$ cat src/hdl/tile_background_pixel_fetch_defines.svh
// Assertion macros for the background pixel fetch RTL.
`ifndef TILE_BACKGROUND_PIXEL_FETCH_DEFINES_SVH
`define TILE_BACKGROUND_PIXEL_FETCH_DEFINES_SVH

// Same-cycle implication, checked outside reset.
`define TBPF_ASSERT_NOW(label, ante, cons, msg) \
    label: assert property (@(posedge i_clk) disable iff (!i_rst_n) (ante) |-> (cons)) \
        else $error(msg);

// Next-cycle implication, checked outside reset.
`define TBPF_ASSERT_NEXT(label, ante, cons, msg) \
    label: assert property (@(posedge i_clk) disable iff (!i_rst_n) (ante) |=> (cons)) \
        else $error(msg);

`endif

$ cat src/hdl/tbpf_pkg.sv
// Types and constants of the tile background pixel fetch.
package tbpf_pkg;

    localparam int VRAM_WORDS_DEF = 32768;

    localparam int CMD_W     = 1;
    localparam int VADDR_W   = 15;
    localparam int VDATA_W   = 16;
    localparam int SCROLLX_W = 10;
    localparam int SCROLLY_W = 9;
    localparam int PIXIDX_W  = 10;
    localparam int PAL_W     = 4;
    localparam int COLOR_W   = 4;
    localparam int TILE_W    = 11;
    localparam int FINE_W    = 3;

    localparam int CFG_IDX_W  = 2;
    localparam int CFG_DATA_W = 3;

    localparam logic [CFG_IDX_W-1:0] REG_MAP_WIDTH_LOG2  = 2'd0;
    localparam logic [CFG_IDX_W-1:0] REG_MAP_HEIGHT_LOG2 = 2'd1;

    localparam logic [CMD_W-1:0] CMD_WRITE  = 1'b0;
    localparam logic [CMD_W-1:0] CMD_RENDER = 1'b1;

    localparam logic [CFG_DATA_W-1:0] WLOG_MIN = 3'd5;
    localparam logic [CFG_DATA_W-1:0] WLOG_MAX = 3'd7;
    localparam logic [CFG_DATA_W-1:0] HLOG_MIN = 3'd5;
    localparam logic [CFG_DATA_W-1:0] HLOG_MAX = 3'd6;

    localparam int QUEUE_DEPTH = 2;

    // One classified item on its way to the fetch engine.
    typedef struct packed {
        logic                 is_render;
        logic [VADDR_W-1:0]   addr;      // write address or map entry address
        logic [VDATA_W-1:0]   data;
        logic [FINE_W-1:0]    x_fine;
        logic [FINE_W-1:0]    y_fine;
    } t_cmd;

endpackage

$ cat src/hdl/tbpf_queue.sv
// Small FIFO of classified items between the front end and the fetch engine.
module tbpf_queue (
    input  logic           i_clk,
    input  logic           i_rst_n,
    input  logic           i_push,
    input  tbpf_pkg::t_cmd i_data,
    output logic           o_full,
    input  logic           i_pop,
    output tbpf_pkg::t_cmd o_head,
    output logic           o_empty
);
    import tbpf_pkg::*;

    localparam int PTR_W = (QUEUE_DEPTH > 1) ? $clog2(QUEUE_DEPTH) : 1;
    localparam int CNT_W = $clog2(QUEUE_DEPTH + 1);

    t_cmd             r_slot [QUEUE_DEPTH];
    logic [PTR_W-1:0] r_wptr, r_rptr;
    logic [CNT_W-1:0] r_count;

    assign o_full  = (r_count == CNT_W'(QUEUE_DEPTH));
    assign o_empty = (r_count == '0);
    assign o_head  = r_slot[r_rptr];

    always_ff @(posedge i_clk) begin
        if (i_push) begin
            r_slot[r_wptr] <= i_data;
        end
    end

    always_ff @(posedge i_clk) begin
        if (!i_rst_n) begin
            r_wptr  <= '0;
            r_rptr  <= '0;
            r_count <= '0;
        end else begin
            if (i_push) begin
                r_wptr <= (r_wptr == PTR_W'(QUEUE_DEPTH - 1)) ? '0 : r_wptr + 1'b1;
            end
            if (i_pop) begin
                r_rptr <= (r_rptr == PTR_W'(QUEUE_DEPTH - 1)) ? '0 : r_rptr + 1'b1;
            end
            case ({i_push, i_pop})
                2'b10:   r_count <= r_count + 1'b1;
                2'b01:   r_count <= r_count - 1'b1;
                default: r_count <= r_count;
            endcase
        end
    end
endmodule

$ cat config.mk
export PLATFORM = sky130hd
export DESIGN_NAME = tbpf_queue
export DESIGN_NICKNAME = d
export VERILOG_FILES = /design/src/hdl/tile_background_pixel_fetch_defines.svh /design/src/hdl/tbpf_pkg.sv /design/src/hdl/tbpf_queue.sv
export SDC_FILE = /design/constraint.sdc
export NUM_CORES = 1
export LEC_CHECK = 0
export BUFFER_PORTS_ARGS = -buffer_cell sky130_fd_sc_hd__buf_2
export CAP_MARGIN = 20
export CORE_AREA = 3 3 85 87
export CTS_BUF_LIST = sky130_fd_sc_hd__clkbuf_2
export DETAILED_ROUTE_END_ITERATION = 7
export DIE_AREA = 0 0 88 90
export PLACE_DENSITY = 0.71
export SETUP_SLACK_MARGIN = 0.5
export SLEW_MARGIN = 25
export SYNTH_ARGS = -nofsm -noshare
export SYNTH_HDL_FRONTEND = slang
export SYNTH_SLANG_ARGS = --single-unit
$ cat constraint.sdc
create_clock -name i_clk -period 7.1 [get_ports i_clk]
set_clock_uncertainty 0.15 [all_clocks]
set_input_delay 0.355 -clock i_clk [delete_from_list [all_inputs] [get_ports i_clk]]
set_output_delay 0.355 -clock i_clk [all_outputs]
set_load 0.02 [all_outputs]
# After elaboration in Yosys (flattened, before gate mapping)

Memory sizes are Yosys's and may differ from the RTL's. A register that Yosys moved wholly into a read port is not among the register bits.
Index checks and enable logic that the tools add are counted.

Input port bits: 42
Output and inout port bits: 40
Memories kept: 1
Word-level logic and storage cells: 20
Register bits after elaboration: 4
Bits in writable memories: 76

Memories:

| memory | words | bits a word | read ports | clocked after Yosys merged registers in | wr ports | line             | source |
|---|---|---|---|---|---|---|---|
| r_slot | 2     | 38          | 1          | 1                                       | 1        | tbpf_queue.sv:17 | `t_cmd r_slot [QUEUE_DEPTH];` |

Add/sub/neg operators: 4
Reduce and logical (&&, ||, !) cells: 2
Multiplexer cells: 7
Equal/unequal tests: 3

Operator list:

| cell                | count |
|---|---|
| $mux 1              | 6 |
| $eq 2x2->1 const B  | 2 |
| $pmux 2 s2          | 1 |
| $add 1x1->1 const B | 2 |
| $add 2x1->2 const B | 1 |
| $eq 2x1->1 const B  | 1 |
| $logic_not 2->1     | 1 |
| $reduce_bool 2->1   | 1 |
| $sub 2x1->2 const B | 1 |

# Logic depth before layout (Yosys ltp)

Depth after elaboration: 4
Mapped depth: 5
Depth with buffers taken out: 5

# Worst setup path before layout

Ideal clock, no wire load.

Path kind: input-to-reg
Start point: input i_push
End point: memory r_slot[0][0] in the netlist's numbering (enable)
Path slack: 4473 ps
Required time: 6514 ps
Arrival: 2041 ps
Stages on the path: 2
Setup time: 436 ps
Buffers on the path: 0
Path through: inv_1 -> nor2_1

Word-level cells in the longest chain between the ends: 2

RTL lines:

| what                         | line             | source |
|---|---|---|
| start: declaration           | tbpf_queue.sv:5  | `input logic i_push,` |
| $mux 1                       | tbpf_queue.sv:26 | `if (i_push) begin` |
| $mux 1 (implied by the code) | tbpf_queue.sv:27 | `r_slot[r_wptr] <= i_data;` |
| end: declaration             | tbpf_queue.sv:17 |  |

Every way passes these cells.

==> qor.yml <==
yosys_warnings: 0
placed_area_um2: 3480
grt_pass1_vias: 1760
start_kind: "flip-flop"
die_area_um2: 7920
cts.clk_slew.worst_paths_ps: 210
wl_um: 5360
grt_pass1_wl_um: 8490
yosysMostFrequentCell: "edfxtp_1"
yosys.area_share.xor_xnor_pct: 0.890
cts_setup_buffers: 0
diodes: 0
fillCellCount: 476
power_mw: 0.931
p_sw_mw: 0.231
wl_met3_um: 310
cts_sinks: 81
synth_commonest_cells: "edfxtp_1 (76), mux2_2 (38), dfxtp_1 (5), and2_1 (4)"
yosysTopAreaCell: "edfxtp_1"
drtIter0Drc: 42
crit_chain: "mux2_2 > buf_2"
drive_gt1_share_pct: 50.7
dr_total_vias: 1661
ys_ff_latch: 81
setup_viol: 0
regArea_um2: 2380
ys_types: 17
grtUsageTotal_pct: 14.4
critPathKind: "reg2out"
cp_max_fo: 38
hold_viol: 0
min_path_cells: 3
top_layer: "met4"
cts_tree: "done"
sequentialPowerShare_pct: 60.7
max_stage_delay_ps: 980
htree_levels: 3
synth_fa_ha_area_share_pct: 0.424
syn_area_per_cell_um2: 21.1
reg2reg_depth: 1
grt_overflow_total: 0
peakVddDrop_uv: 137
post-dp-hpwl_um: 3240
fin_ws_ps: 4530
wl_per_cell_um: 15.2
slew_headroom_pct: 37.1
cts_root_buf: "clkbuf_2"
synth_fp_nets: 183
rsz0062_at_grt: "no"
vias_per_cell: 4.71
status: "completed"
cts_resized: 0
antenna_found_initial: 0
tns_ps: 0
slew_viol_final: 0
hold_path_class: "in2reg"
synthTopCellsByArea: "edfxtp_1 (77%), mux2_2 (14%), dfxtp_1 (3.4%)"
start_util_pct: 46.0
dr.pass1.iters: 4
cp-endpoint: "o_head[7]"
die_y_um: 90
final_cell_area_um2: 4000
leakage_nw: 1.53
drc: 0
antenna_left: 0
worst_skew_pair.late_latency_ps: 480
post-place-ws_ps: 5020
portBuffers: 81
clockPowerShare_pct: 24.3
seq_area_frac_synth_pct: 80.7
ios: 82
critPathCaptureType: "output pin"
period_share_pct: 36.2
cts_made_buffers: 9
crit_arrival_ps: 2060
rrSetupSlack_ps: 5360
p_sw_share_pct: 24.8
rows: 29
r2r-start: "r_wptr"
intPower_mw: 0.700
fin_util_pct: 62.3
cap_violations: 0
power.density_nw_per_um2: 233
synth_edf_count: 76
place.gp.congestion: 0.636
drt-met1-wl_um: 2210
crit_slowest_cell: "dfxtp_2"
p_comb_share_pct: 15.0
fin_nets: 314
yosys.area.top_type_share_pct: 77.3
syn_area_um2: 2950
met2_length_um: 2730
area_growth_pct: 35.5
ys.flop_type: "edfxtp_1"
ctsHoldBuffers: 41
synth_compound_area_share_pct: 0.678
grt_start_max_net_pins: 39
multi_input_area_um2: 549
core_um2: 6420
synth_cells: 140
worst_ep_required_time_ps: 6590
synthMuxAreaShare_pct: 14.5
die_w_um: 88
postSynth.asyncResetShare_pct: 0
synth_top_family_by_area: "multiplexers"
yosys.area_share.simple_pct: 1.82
fin_crit_ps: 2570
reg2reg_to: "r_slot[1][25]"
max_freq_ghz: 0.390
tightest_slew_ps: 944
cts.path.max_buffers: 2
-- through the flow --
stage	std cells	hold WS [ps]
after floorplan	140	304
after global placement	294	339
after detailed placement	296	353
after CTS	353	181
after global routing	353	194
final	353	239
-- layer usage --
| metal | GRT usage (%) | vias up |
|---|---|---|
| met3 | 3.75 | 9 |
| met2 | 24.2 | 54 |
| li1 | - | 804 |
| met4 | 6.91 | 0 |
| met1 | 16.8 | 794 |
| met5 | 0 | - |
-- cell usage in the layout (no fill, tap or decap), types with 2 or more instances in the layout --
cell type      count
xnor2_1            2
clkinvlp_4         2
mux2_2            38
buf_2             81
and2_1             3
dfxtp_1            4
clkinv_2           2
clkbuf_2          10
edfxtp_1          76
dlygate4sd3_1     41
-- kinds of logic after synthesis --
logic type	count (synthesis)
compound gates	3
xor+xnor	3
fa+ha+maj	1
buf+inv	5
flops	81
mux	38
simple gates	9
-- how the worst min path moves through the flow --
stage / slack, ps / end / startpoint
floorplan: 300 / r_slot[0][0] / i_data[0]
finish: 240 / r_slot[0][34] / i_push
detailed placement: 350 / r_count[1] / r_count[1]
global route: 190 / r_slot[0][35] / i_push
CTS: 180 / r_slot[0][35] / i_push
global placement: 340 / r_count[1] / r_count[1]
-- power by group through the flow --
stage	logic [mW]	registers [mW]	clock network [mW]
2_1_floorplan	0.0834	0.566	0
3_3_place_gp	0.117	0.576	0
3_5_place_dp	0.123	0.577	0
4_1_cts	0.141	0.566	0.237
5_1_grt	0.150	0.569	0.259
6_report	0.139	0.565	0.227
-- layout make-up --
class | instances | area share, %
Inverter | 1 | 0.0938
Clock inverter | 6 | 1.47
Timing Repair Buffer | 124 | 21.5
Sequential cell | 81 | 59.6
Tap cell | 77 | 2.41
Clock buffer | 10 | 1.25
Multi-Input combinational cell | 54 | 13.7
-- sequential cells by signal, summed over array words and instances (netlist names), named ones only --
name and flops:
r_count 2, r_rptr 1, r_slot 76, r_wptr 1
-- critical path: cells and delay by family, from the launching register on --
family	cells	cell delay [ps]
flip-flops	1	980
multiplexers	1	430
buffers and inverters	1	160
(Power assumes the default switching activity.)
