--- src/hdl/tile_background_pixel_fetch_defines.svh ---
// Assertion macros for the background pixel fetch RTL.
`ifndef TILE_BACKGROUND_PIXEL_FETCH_DEFINES_SVH
`define TILE_BACKGROUND_PIXEL_FETCH_DEFINES_SVH

// Same-cycle implication, checked outside reset.
`define TBPF_ASSERT_NOW(label, ante, cons, msg) \
    label: assert property (@(posedge i_clk) disable iff (!i_rst_n) (ante) |-> (cons)) \
        else $error(msg);

// Next-cycle implication, checked outside reset.
`define TBPF_ASSERT_NEXT(label, ante, cons, msg) \
    label: assert property (@(posedge i_clk) disable iff (!i_rst_n) (ante) |=> (cons)) \
        else $error(msg);

`endif

--- src/hdl/tbpf_pkg.sv ---
// Types and constants of the tile background pixel fetch.
package tbpf_pkg;

    localparam int VRAM_WORDS_DEF = 32768;

    localparam int CMD_W     = 1;
    localparam int VADDR_W   = 15;
    localparam int VDATA_W   = 16;
    localparam int SCROLLX_W = 10;
    localparam int SCROLLY_W = 9;
    localparam int PIXIDX_W  = 10;
    localparam int PAL_W     = 4;
    localparam int COLOR_W   = 4;
    localparam int TILE_W    = 11;
    localparam int FINE_W    = 3;

    localparam int CFG_IDX_W  = 2;
    localparam int CFG_DATA_W = 3;

    localparam logic [CFG_IDX_W-1:0] REG_MAP_WIDTH_LOG2  = 2'd0;
    localparam logic [CFG_IDX_W-1:0] REG_MAP_HEIGHT_LOG2 = 2'd1;

    localparam logic [CMD_W-1:0] CMD_WRITE  = 1'b0;
    localparam logic [CMD_W-1:0] CMD_RENDER = 1'b1;

    localparam logic [CFG_DATA_W-1:0] WLOG_MIN = 3'd5;
    localparam logic [CFG_DATA_W-1:0] WLOG_MAX = 3'd7;
    localparam logic [CFG_DATA_W-1:0] HLOG_MIN = 3'd5;
    localparam logic [CFG_DATA_W-1:0] HLOG_MAX = 3'd6;

    localparam int QUEUE_DEPTH = 2;

    // One classified item on its way to the fetch engine.
    typedef struct packed {
        logic                 is_render;
        logic [VADDR_W-1:0]   addr;      // write address or map entry address
        logic [VDATA_W-1:0]   data;
        logic [FINE_W-1:0]    x_fine;
        logic [FINE_W-1:0]    y_fine;
    } t_cmd;

endpackage

--- src/hdl/tbpf_intf.sv ---
// Valid/ready channel interfaces for input items and pixel results.
interface tbpf_in_if;
    import tbpf_pkg::*;
    logic                   valid;
    logic                   ready;
    logic [CMD_W-1:0]       command;
    logic [VADDR_W-1:0]     vram_address;
    logic [VDATA_W-1:0]     vram_data;
    logic [SCROLLX_W-1:0]   scroll_x;
    logic [SCROLLY_W-1:0]   scroll_y;
    logic [PIXIDX_W-1:0]    pixel_index;

    modport source (
        output valid, command, vram_address, vram_data, scroll_x, scroll_y, pixel_index,
        input  ready
    );
    modport sink (
        input  valid, command, vram_address, vram_data, scroll_x, scroll_y, pixel_index,
        output ready
    );
endinterface


--- src/hdl/tbpf_front.sv ---
// Front end: config registers, item accept and map address computation.
module tbpf_front (
    input  logic                           i_clk,
    input  logic                           i_rst_n,
    input  logic                           i_cfg_we,
    input  logic [tbpf_pkg::CFG_IDX_W-1:0] i_cfg_index,
    input  logic [tbpf_pkg::CFG_DATA_W-1:0] i_cfg_data,
    tbpf_in_if.sink                        i_in,
    input  logic                           i_clearing,
    input  logic                           i_q_full,
    output logic                           o_push,
    output tbpf_pkg::t_cmd                 o_cmd
);
    import tbpf_pkg::*;

    localparam int COL_W = 7;
    localparam int ROW_W = 6;
    localparam int MAP_W = COL_W + ROW_W;

    logic [CFG_DATA_W-1:0] r_wlog, r_hlog;
    logic [CFG_DATA_W-1:0] wlog_c, hlog_c;
    logic [SCROLLX_W:0]    x_sum;
    logic [COL_W-1:0]      col_mask, col;
    logic [ROW_W-1:0]      row_mask, row;
    logic [MAP_W-1:0]      map_addr;

    always_ff @(posedge i_clk) begin
        if (!i_rst_n) begin
            r_wlog <= WLOG_MIN;
            r_hlog <= HLOG_MIN;
        end else if (i_cfg_we) begin
            unique case (i_cfg_index)
                REG_MAP_WIDTH_LOG2:  r_wlog <= i_cfg_data;
                REG_MAP_HEIGHT_LOG2: r_hlog <= i_cfg_data;
                default: ;
            endcase
        end
    end

    always_comb begin
        wlog_c = (r_wlog < WLOG_MIN) ? WLOG_MIN : (r_wlog > WLOG_MAX) ? WLOG_MAX : r_wlog;
        hlog_c = (r_hlog < HLOG_MIN) ? HLOG_MIN : (r_hlog > HLOG_MAX) ? HLOG_MAX : r_hlog;

        x_sum    = {1'b0, i_in.scroll_x} + (SCROLLX_W + 1)'(i_in.pixel_index);
        col_mask = COL_W'(((COL_W + 1)'(1) << wlog_c) - (COL_W + 1)'(1));
        row_mask = ROW_W'(((ROW_W + 1)'(1) << hlog_c) - (ROW_W + 1)'(1));
        col      = x_sum[9:3] & col_mask;
        row      = i_in.scroll_y[8:3] & row_mask;
        // col is below 2^wlog, so OR is the add
        map_addr = (MAP_W'(row) << wlog_c) | MAP_W'(col);
    end

    assign i_in.ready = !i_clearing && !i_q_full;
    assign o_push     = i_in.valid && i_in.ready;

    always_comb begin
        o_cmd.is_render = (i_in.command == CMD_RENDER);
        o_cmd.addr      = (i_in.command == CMD_RENDER) ? VADDR_W'(map_addr) : i_in.vram_address;
        o_cmd.data      = i_in.vram_data;
        o_cmd.x_fine    = x_sum[FINE_W-1:0];
        o_cmd.y_fine    = i_in.scroll_y[FINE_W-1:0];
    end
endmodule

--- src/flat_wrapper.sv ---
// flat-port wrapper written by rule: the top's interface ports become plain ports
module tbpf_front_flat import tbpf_pkg::*;
  (i_clk, i_rst_n, i_cfg_we, i_cfg_index, i_cfg_data, i_clearing, i_q_full, o_push, o_cmd, i_in_valid, i_in_command, i_in_vram_address, i_in_vram_data, i_in_scroll_x, i_in_scroll_y, i_in_pixel_index, i_in_ready);
  tbpf_in_if i_in_i ();
  input  logic i_clk;
  input  logic i_rst_n;
  input  logic i_cfg_we;
  input  logic [tbpf_pkg::CFG_IDX_W-1:0] i_cfg_index;
  input  logic [tbpf_pkg::CFG_DATA_W-1:0] i_cfg_data;
  input  logic i_clearing;
  input  logic i_q_full;
  output logic o_push;
  output tbpf_pkg::t_cmd o_cmd;
  input wire logic [$bits(i_in_i.valid)-1:0] i_in_valid;
  input wire logic [$bits(i_in_i.command)-1:0] i_in_command;
  input wire logic [$bits(i_in_i.vram_address)-1:0] i_in_vram_address;
  input wire logic [$bits(i_in_i.vram_data)-1:0] i_in_vram_data;
  input wire logic [$bits(i_in_i.scroll_x)-1:0] i_in_scroll_x;
  input wire logic [$bits(i_in_i.scroll_y)-1:0] i_in_scroll_y;
  input wire logic [$bits(i_in_i.pixel_index)-1:0] i_in_pixel_index;
  output wire logic [$bits(i_in_i.ready)-1:0] i_in_ready;
  assign i_in_i.valid = i_in_valid;
  assign i_in_i.command = i_in_command;
  assign i_in_i.vram_address = i_in_vram_address;
  assign i_in_i.vram_data = i_in_vram_data;
  assign i_in_i.scroll_x = i_in_scroll_x;
  assign i_in_i.scroll_y = i_in_scroll_y;
  assign i_in_i.pixel_index = i_in_pixel_index;
  assign i_in_ready = i_in_i.ready;
  tbpf_front u_core (.i_clk(i_clk), .i_rst_n(i_rst_n), .i_cfg_we(i_cfg_we), .i_cfg_index(i_cfg_index), .i_cfg_data(i_cfg_data), .i_in(i_in_i), .i_clearing(i_clearing), .i_q_full(i_q_full), .o_push(o_push), .o_cmd(o_cmd));
endmodule
--- config.mk ---
export PLATFORM = sky130hd
export DESIGN_NAME = tbpf_front_flat
export DESIGN_NICKNAME = d
export VERILOG_FILES = /design/src/hdl/tile_background_pixel_fetch_defines.svh /design/src/hdl/tbpf_pkg.sv /design/src/hdl/tbpf_intf.sv /design/src/hdl/tbpf_front.sv /design/src/flat_wrapper.sv
export SDC_FILE = /design/constraint.sdc
export NUM_CORES = 1
export LEC_CHECK = 0
export ABC_AREA = 1
export BUFFER_PORTS_ARGS = -buffer_cell sky130_fd_sc_hd__clkbuf_2
export CAP_MARGIN = 30
export CORE_UTILIZATION = 30
export DETAILED_ROUTE_END_ITERATION = 8
export PLACE_DENSITY = 0.68
export SYNTH_ARGS = -nofsm -noshare
export SYNTH_HDL_FRONTEND = slang
export SYNTH_SLANG_ARGS = --single-unit
export TNS_END_PERCENT = 100
--- constraint.sdc ---
create_clock -name i_clk -period 2.3 [get_ports i_clk]
set_clock_uncertainty 0.05 [all_clocks]
set_input_delay 0.46 -clock i_clk [delete_from_list [all_inputs] [get_ports i_clk]]
set_output_delay 0.46 -clock i_clk [all_outputs]
set_load 0.01 [all_outputs]
* After elaboration in Yosys (flattened, before gate mapping)
Cells that the tools add are included.
W data, S select, Z words.
** Word-level totals
- Register bits :: 6
- Bits in latches :: 0
- RAM bits :: 0
- Bits in read-only memories :: 0
- Output and inout port bits :: 40
- Memories :: 0
** Cells by class
- Add/subtract/negate cells :: 3
- Multiply operators :: 0
- Div/mod/pow operators :: 0
- Order comparisons :: 4
- Eq/ne operators :: 1
- Shift-type cells :: 3
- Multiplexer cells :: 5
- Bitwise logic cells :: 3
- Reduce and logical (&&, ||, !) cells :: 7
** Operators with widths (number)
- $mux W15 :: 1
- $or A13 B7 Y13 :: 1
- $shl A6 B3 Y13 :: 1
- $mux W3 :: 4
- $add A10 B10 Y10 :: 1
- $and A7 B7 Y7 :: 1
- $shl A1 B3 Y7 const A :: 1
- $sub A7 B2 Y7 const B :: 1
- $and A6 B6 Y6 :: 1
- $gt A3 B3 Y1 const B :: 2
- $lt A3 B3 Y1 const B :: 2
- $shl A1 B3 Y6 const A :: 1
- $sub A6 B2 Y6 const B :: 1
- $reduce_and A2 Y1 :: 2
- $eq A2 B1 Y1 const B :: 1
- $logic_and A1 B1 Y1 :: 2
- $logic_not A1 Y1 :: 2
- $logic_not A2 Y1 :: 1

* Longest topological paths before layout
- Depth after elaboration :: 9
- Mapped depth :: 11

* Least setup slack after synthesis
OpenSTA, ideal clock, no wires.
- Kind :: input port to output port
- From :: input i_in_pixel_index[0]
- To :: output o_cmd[23] (netlist bit)
- Data arrival time :: 1.723 ns
- Required time :: 1.790 ns
- Setup slack :: 0.067 ns
- Cell stages on the path :: 7
- Buffers on the path :: 0
- Path through :: ha_1 > inv_1 > fa_1 > nand3b_1 > nand2_1 > xnor2_1 > o31ai_1
** RTL lines
- start: declaration :: RTL line flat_wrapper.sv:20 : input wire logic [$bits(i_in_i.pixel_index)-1:0] i_in_pixel_index;
- end: declaration :: RTL line flat_wrapper.sv:13 : output tbpf_pkg::t_cmd o_cmd;

==> results.rst <==
.. list-table::
   :header-rows: 1

   * - Metric
     - Value
   * - Initial Utilization
     - 31.58%
   * - VDD IR max
     - 0.0002762 V
   * - Largest net degree at the start of global routing
     - 20
   * - Post-synthesis sequential area ratio
     - 8.593%
   * - Residual antenna-violating net count after detailed routing
     - 0
   * - Floorplan die area
     - 4136 um2
   * - Final worst setup slack
     - -1.786 ps
   * - Power density normalized to cell area
     - 348.7 nW/um2
   * - Hold Path Depth
     - 2
   * - Number of pins with negative max-slew slack in the final report
     - 0
   * - Top cells by instance count after synthesis
     - nand2_1, inv_1, buf_4
   * - Top-count cell post-synth
     - nand2_1
   * - Leakage power figure
     - between 0.8 and 0.9 nW
   * - Mux contribution to synthesized area
     - 0%
   * - Remaining design rule violation count
     - 0
   * - Count of nets after finishing
     - between 300 and 400
   * - Top cell type by total area after synthesis
     - nand2_1
   * - Synth async-reset ratio
     - 0%
   * - Vertical extent of the die
     - 64.31 um
   * - Flip-flop and latch count after synthesis
     - 5
   * - Number of global-route vias before repair
     - approximately 1200
   * - Clock insertion delay at the later pin of the skew report
     - 220 ps
   * - Wirelength, routed
     - 2.941 mm
   * - Violations in the final reports
     - setup timing
   * - Critical path startpoint
     - i_in_scroll_x[0]
   * - Sink of the worst hold path
     - u_core.r_hlog[2]
   * - Clock tree from TritonCTS
     - done
   * - Minimum clock period
     - 2302 ps
   * - CP Class
     - primary input to output port
   * - Tightest hold margin
     - between 400 and 500 ps
   * - Number of cells traversed by the worst register-to-register path
     - 2
   * - Worst Setup End Kind
     - output port
   * - Data required time at the worst endpoint
     - ~1800 ps
   * - Distinct cells, synth
     - 31
   * - Post-placement setup slack
     - -134.9 ps
   * - Post-synthesis adder-cell area fraction
     - 13.53%
   * - Max frequency
     - 434.4 MHz
   * - Hpwl dp
     - 2.433 mm
   * - Layout cells sized above 1
     - 40.93%
   * - Clock transition at the registers of the reported paths
     - 30 ps
   * - Area growth, synth to finish
     - 40.06%
   * - Max capacitance violation total
     - 0
   * - Sink Count
     - 5
   * - Horizontal die dimension
     - about 64 um
   * - Number of top-level pins
     - between 100 and 150
   * - Sort of element at the start of the critical path
     - primary input
   * - Maximum fanout along the worst path
     - 3
   * - Cells after Synth
     - 193
   * - Via density per instance
     - 4.505
   * - Number of buffers inserted by hold repair at cts
     - 0
   * - CP arrival
     - 1790 ps
   * - Fraction of synthesized cell area in xor and xnor cells
     - 5.263%
   * - Startpoint of the tightest hold check path
     - u_core.r_hlog[2]
   * - Synthesized area per cell
     - ~6 um2
   * - Antenna violations before repair
     - 0
   * - Total placed cells including tap cells
     - 302
   * - First-pass DRT Iterations
     - 4
   * - Post-layout instance count excluding filler cells
     - 307
   * - Cell Area, Synth
     - 1165 um2
   * - Post-synthesis simple-gate area fraction
     - 31.58%
   * - Biggest area contributors in the synthesized netlist
     - nand2_1, buf_4, ha_1, dfxtp_1, inv_1
   * - Worst hold path class
     - flop to flop
   * - Unrepaired setup endpoints after global routing
     - true
   * - Total track usage
     - 13.91%
   * - Wire length per cell
     - around 9.6 um
   * - Number of warning messages in the yosys log
     - 0
   * - Critical register-to-register path endpoint
     - u_core.r_wlog[0]
   * - Main synth FF type
     - dfxtp_1
   * - Remaining global-route overflow
     - 0
   * - Tcrit/Tclk final
     - 100.1%
   * - Number of port buffers
     - 73
   * - H-Tree Depth
     - 1
   * - Count of flip-flops with a built-in enable after synthesis
     - 0
   * - Register-to-register setup slack
     - 1450 ps
   * - Via count
     - 1383
   * - Reg2reg start
     - u_core.r_wlog[0]
   * - Total clock buffers created by CTS
     - 3
   * - Placeable core area
     - 3689 um2
   * - Weighted congestion at the end of routability-driven global placement
     - 0.8224
   * - Dominant combinational cell family by area after synthesis
     - simple AND/OR/NAND/NOR gates
   * - Max Root-Sink Buffers
     - 2
   * - Number of setup violations in the final report
     - 1
   * - Final Hold Vio Count
     - 0
   * - Number of diodes added for antenna fixing
     - 0
   * - Post-synthesis compound-gate area fraction
     - 18.69%
   * - Site Rows
     - 22
   * - Status
     - finished, violations left
   * - Share of the synthesized area in the top cell type
     - 16.76%
   * - Number of DRC markers in iteration 0
     - 34
   * - Root buffer selected by CTS
     - clkbuf_8
   * - Wire length of the first global-routing pass
     - 4.678 mm
## flip-flops by register name, summed over array words and instances (netlist names)
register	count
u_core.r_hlog	2
u_core.r_wlog	3
## per-stage QoR
| stage | TNS [ps] | power (mW) | area [um2] | utilization, % |
|---|---|---|---|---|
| after floorplan | 0 | 0.3053 | 1176 | - |
| after global placement | -280.2 | 0.3816 | 1488 | 40.33 |
| after detailed placement | -345.5 | 0.3844 | 1488 | 40.33 |
| after CTS | -86.96 | 0.5515 | 1538 | 41.69 |
| after global routing | -264.3 | 0.6261 | 1632 | 44.23 |
| final | -1.786 | 0.5690 | 1632 | 44.23 |
## layout by cell type, fill, tap and decap left out, types with 6 or more instances in the layout
cell | synthesis | layout
inv_1 | 22 | 21
nand2_2 | 4 | 7
clkbuf_2 | 0 | 67
nand3_1 | 6 | 6
buf_4 | 20 | 8
nand2_1 | 52 | 49
o21ai_0 | 7 | 7
a21oi_1 | 12 | 11
nor2_1 | 17 | 17
## layout make-up
cell class / count / area, um2
multi-input combinational: 145 / 898.4
tap: 48 / 60.06
timing repair buffer: 81 / 437.9
clock buffer: 4 / 45.04
sequential: 5 / 100.1
fill: 420 / 2057
inverter: 24 / 90.09
## what timing repair did
| action | 4_1_cts | 5_1_grt |
|---|---|---|
| buffers inserted | 0 | 1 |
| pin swaps | 1 | 13 |
| setup endpoints to repair | 3 | 6 |
| gates resized for setup | 2 | 20 |
| hold endpoints to repair | 0 | 0 |
## worst max-delay path by stage
stage / depth (start not counted) / end
finish: 13 / o_cmd[27]
global route: 13 / o_cmd[27]
CTS: 12 / o_cmd[27]
detailed placement: 12 / o_cmd[27]
global placement: 12 / o_cmd[27]
floorplan: 7 / o_cmd[23]
## routing by layer
layer / wire (um) / share of wire [%] / global-route usage (%) / vias to the layer above
met5: 0 / 0 / 0 / -
met3: 206 / 7.0 / 3.393 / 2
met4: 8 / 0.27 / 3.611 / 0
li1: - / - / - / 733
met1: 1316 / 45 / 16.44 / 602
met2: 1410 / 48 / 24.74 / 46
## report_power, final
part           switching, mW  internal [mW]
combinational          0.161          0.153
clock                 0.0417          0.119
sequential           0.00327         0.0919
## critical path, stage by stage
cell and delay, ps:
buf_6 80, ha_4 120, inv_2 40, fa_2 350, nand3b_1 170, nand2_2 100
nand2_1 60, nand2_1 70, nand2_1 50, nand2_1 50, o21ai_1 60, nand2_1 60
buf_2 120
## logic make-up after synthesis
family / after synthesis
adders and majority gates: 12
other: 1
and+or+nand+nor: 86
AOI/OAI and AO/OA: 36
xor gates and xnor gates: 7
buffers and inverters: 46
DFF: 5
Note: power is estimated with default switching activity, not from simulation.
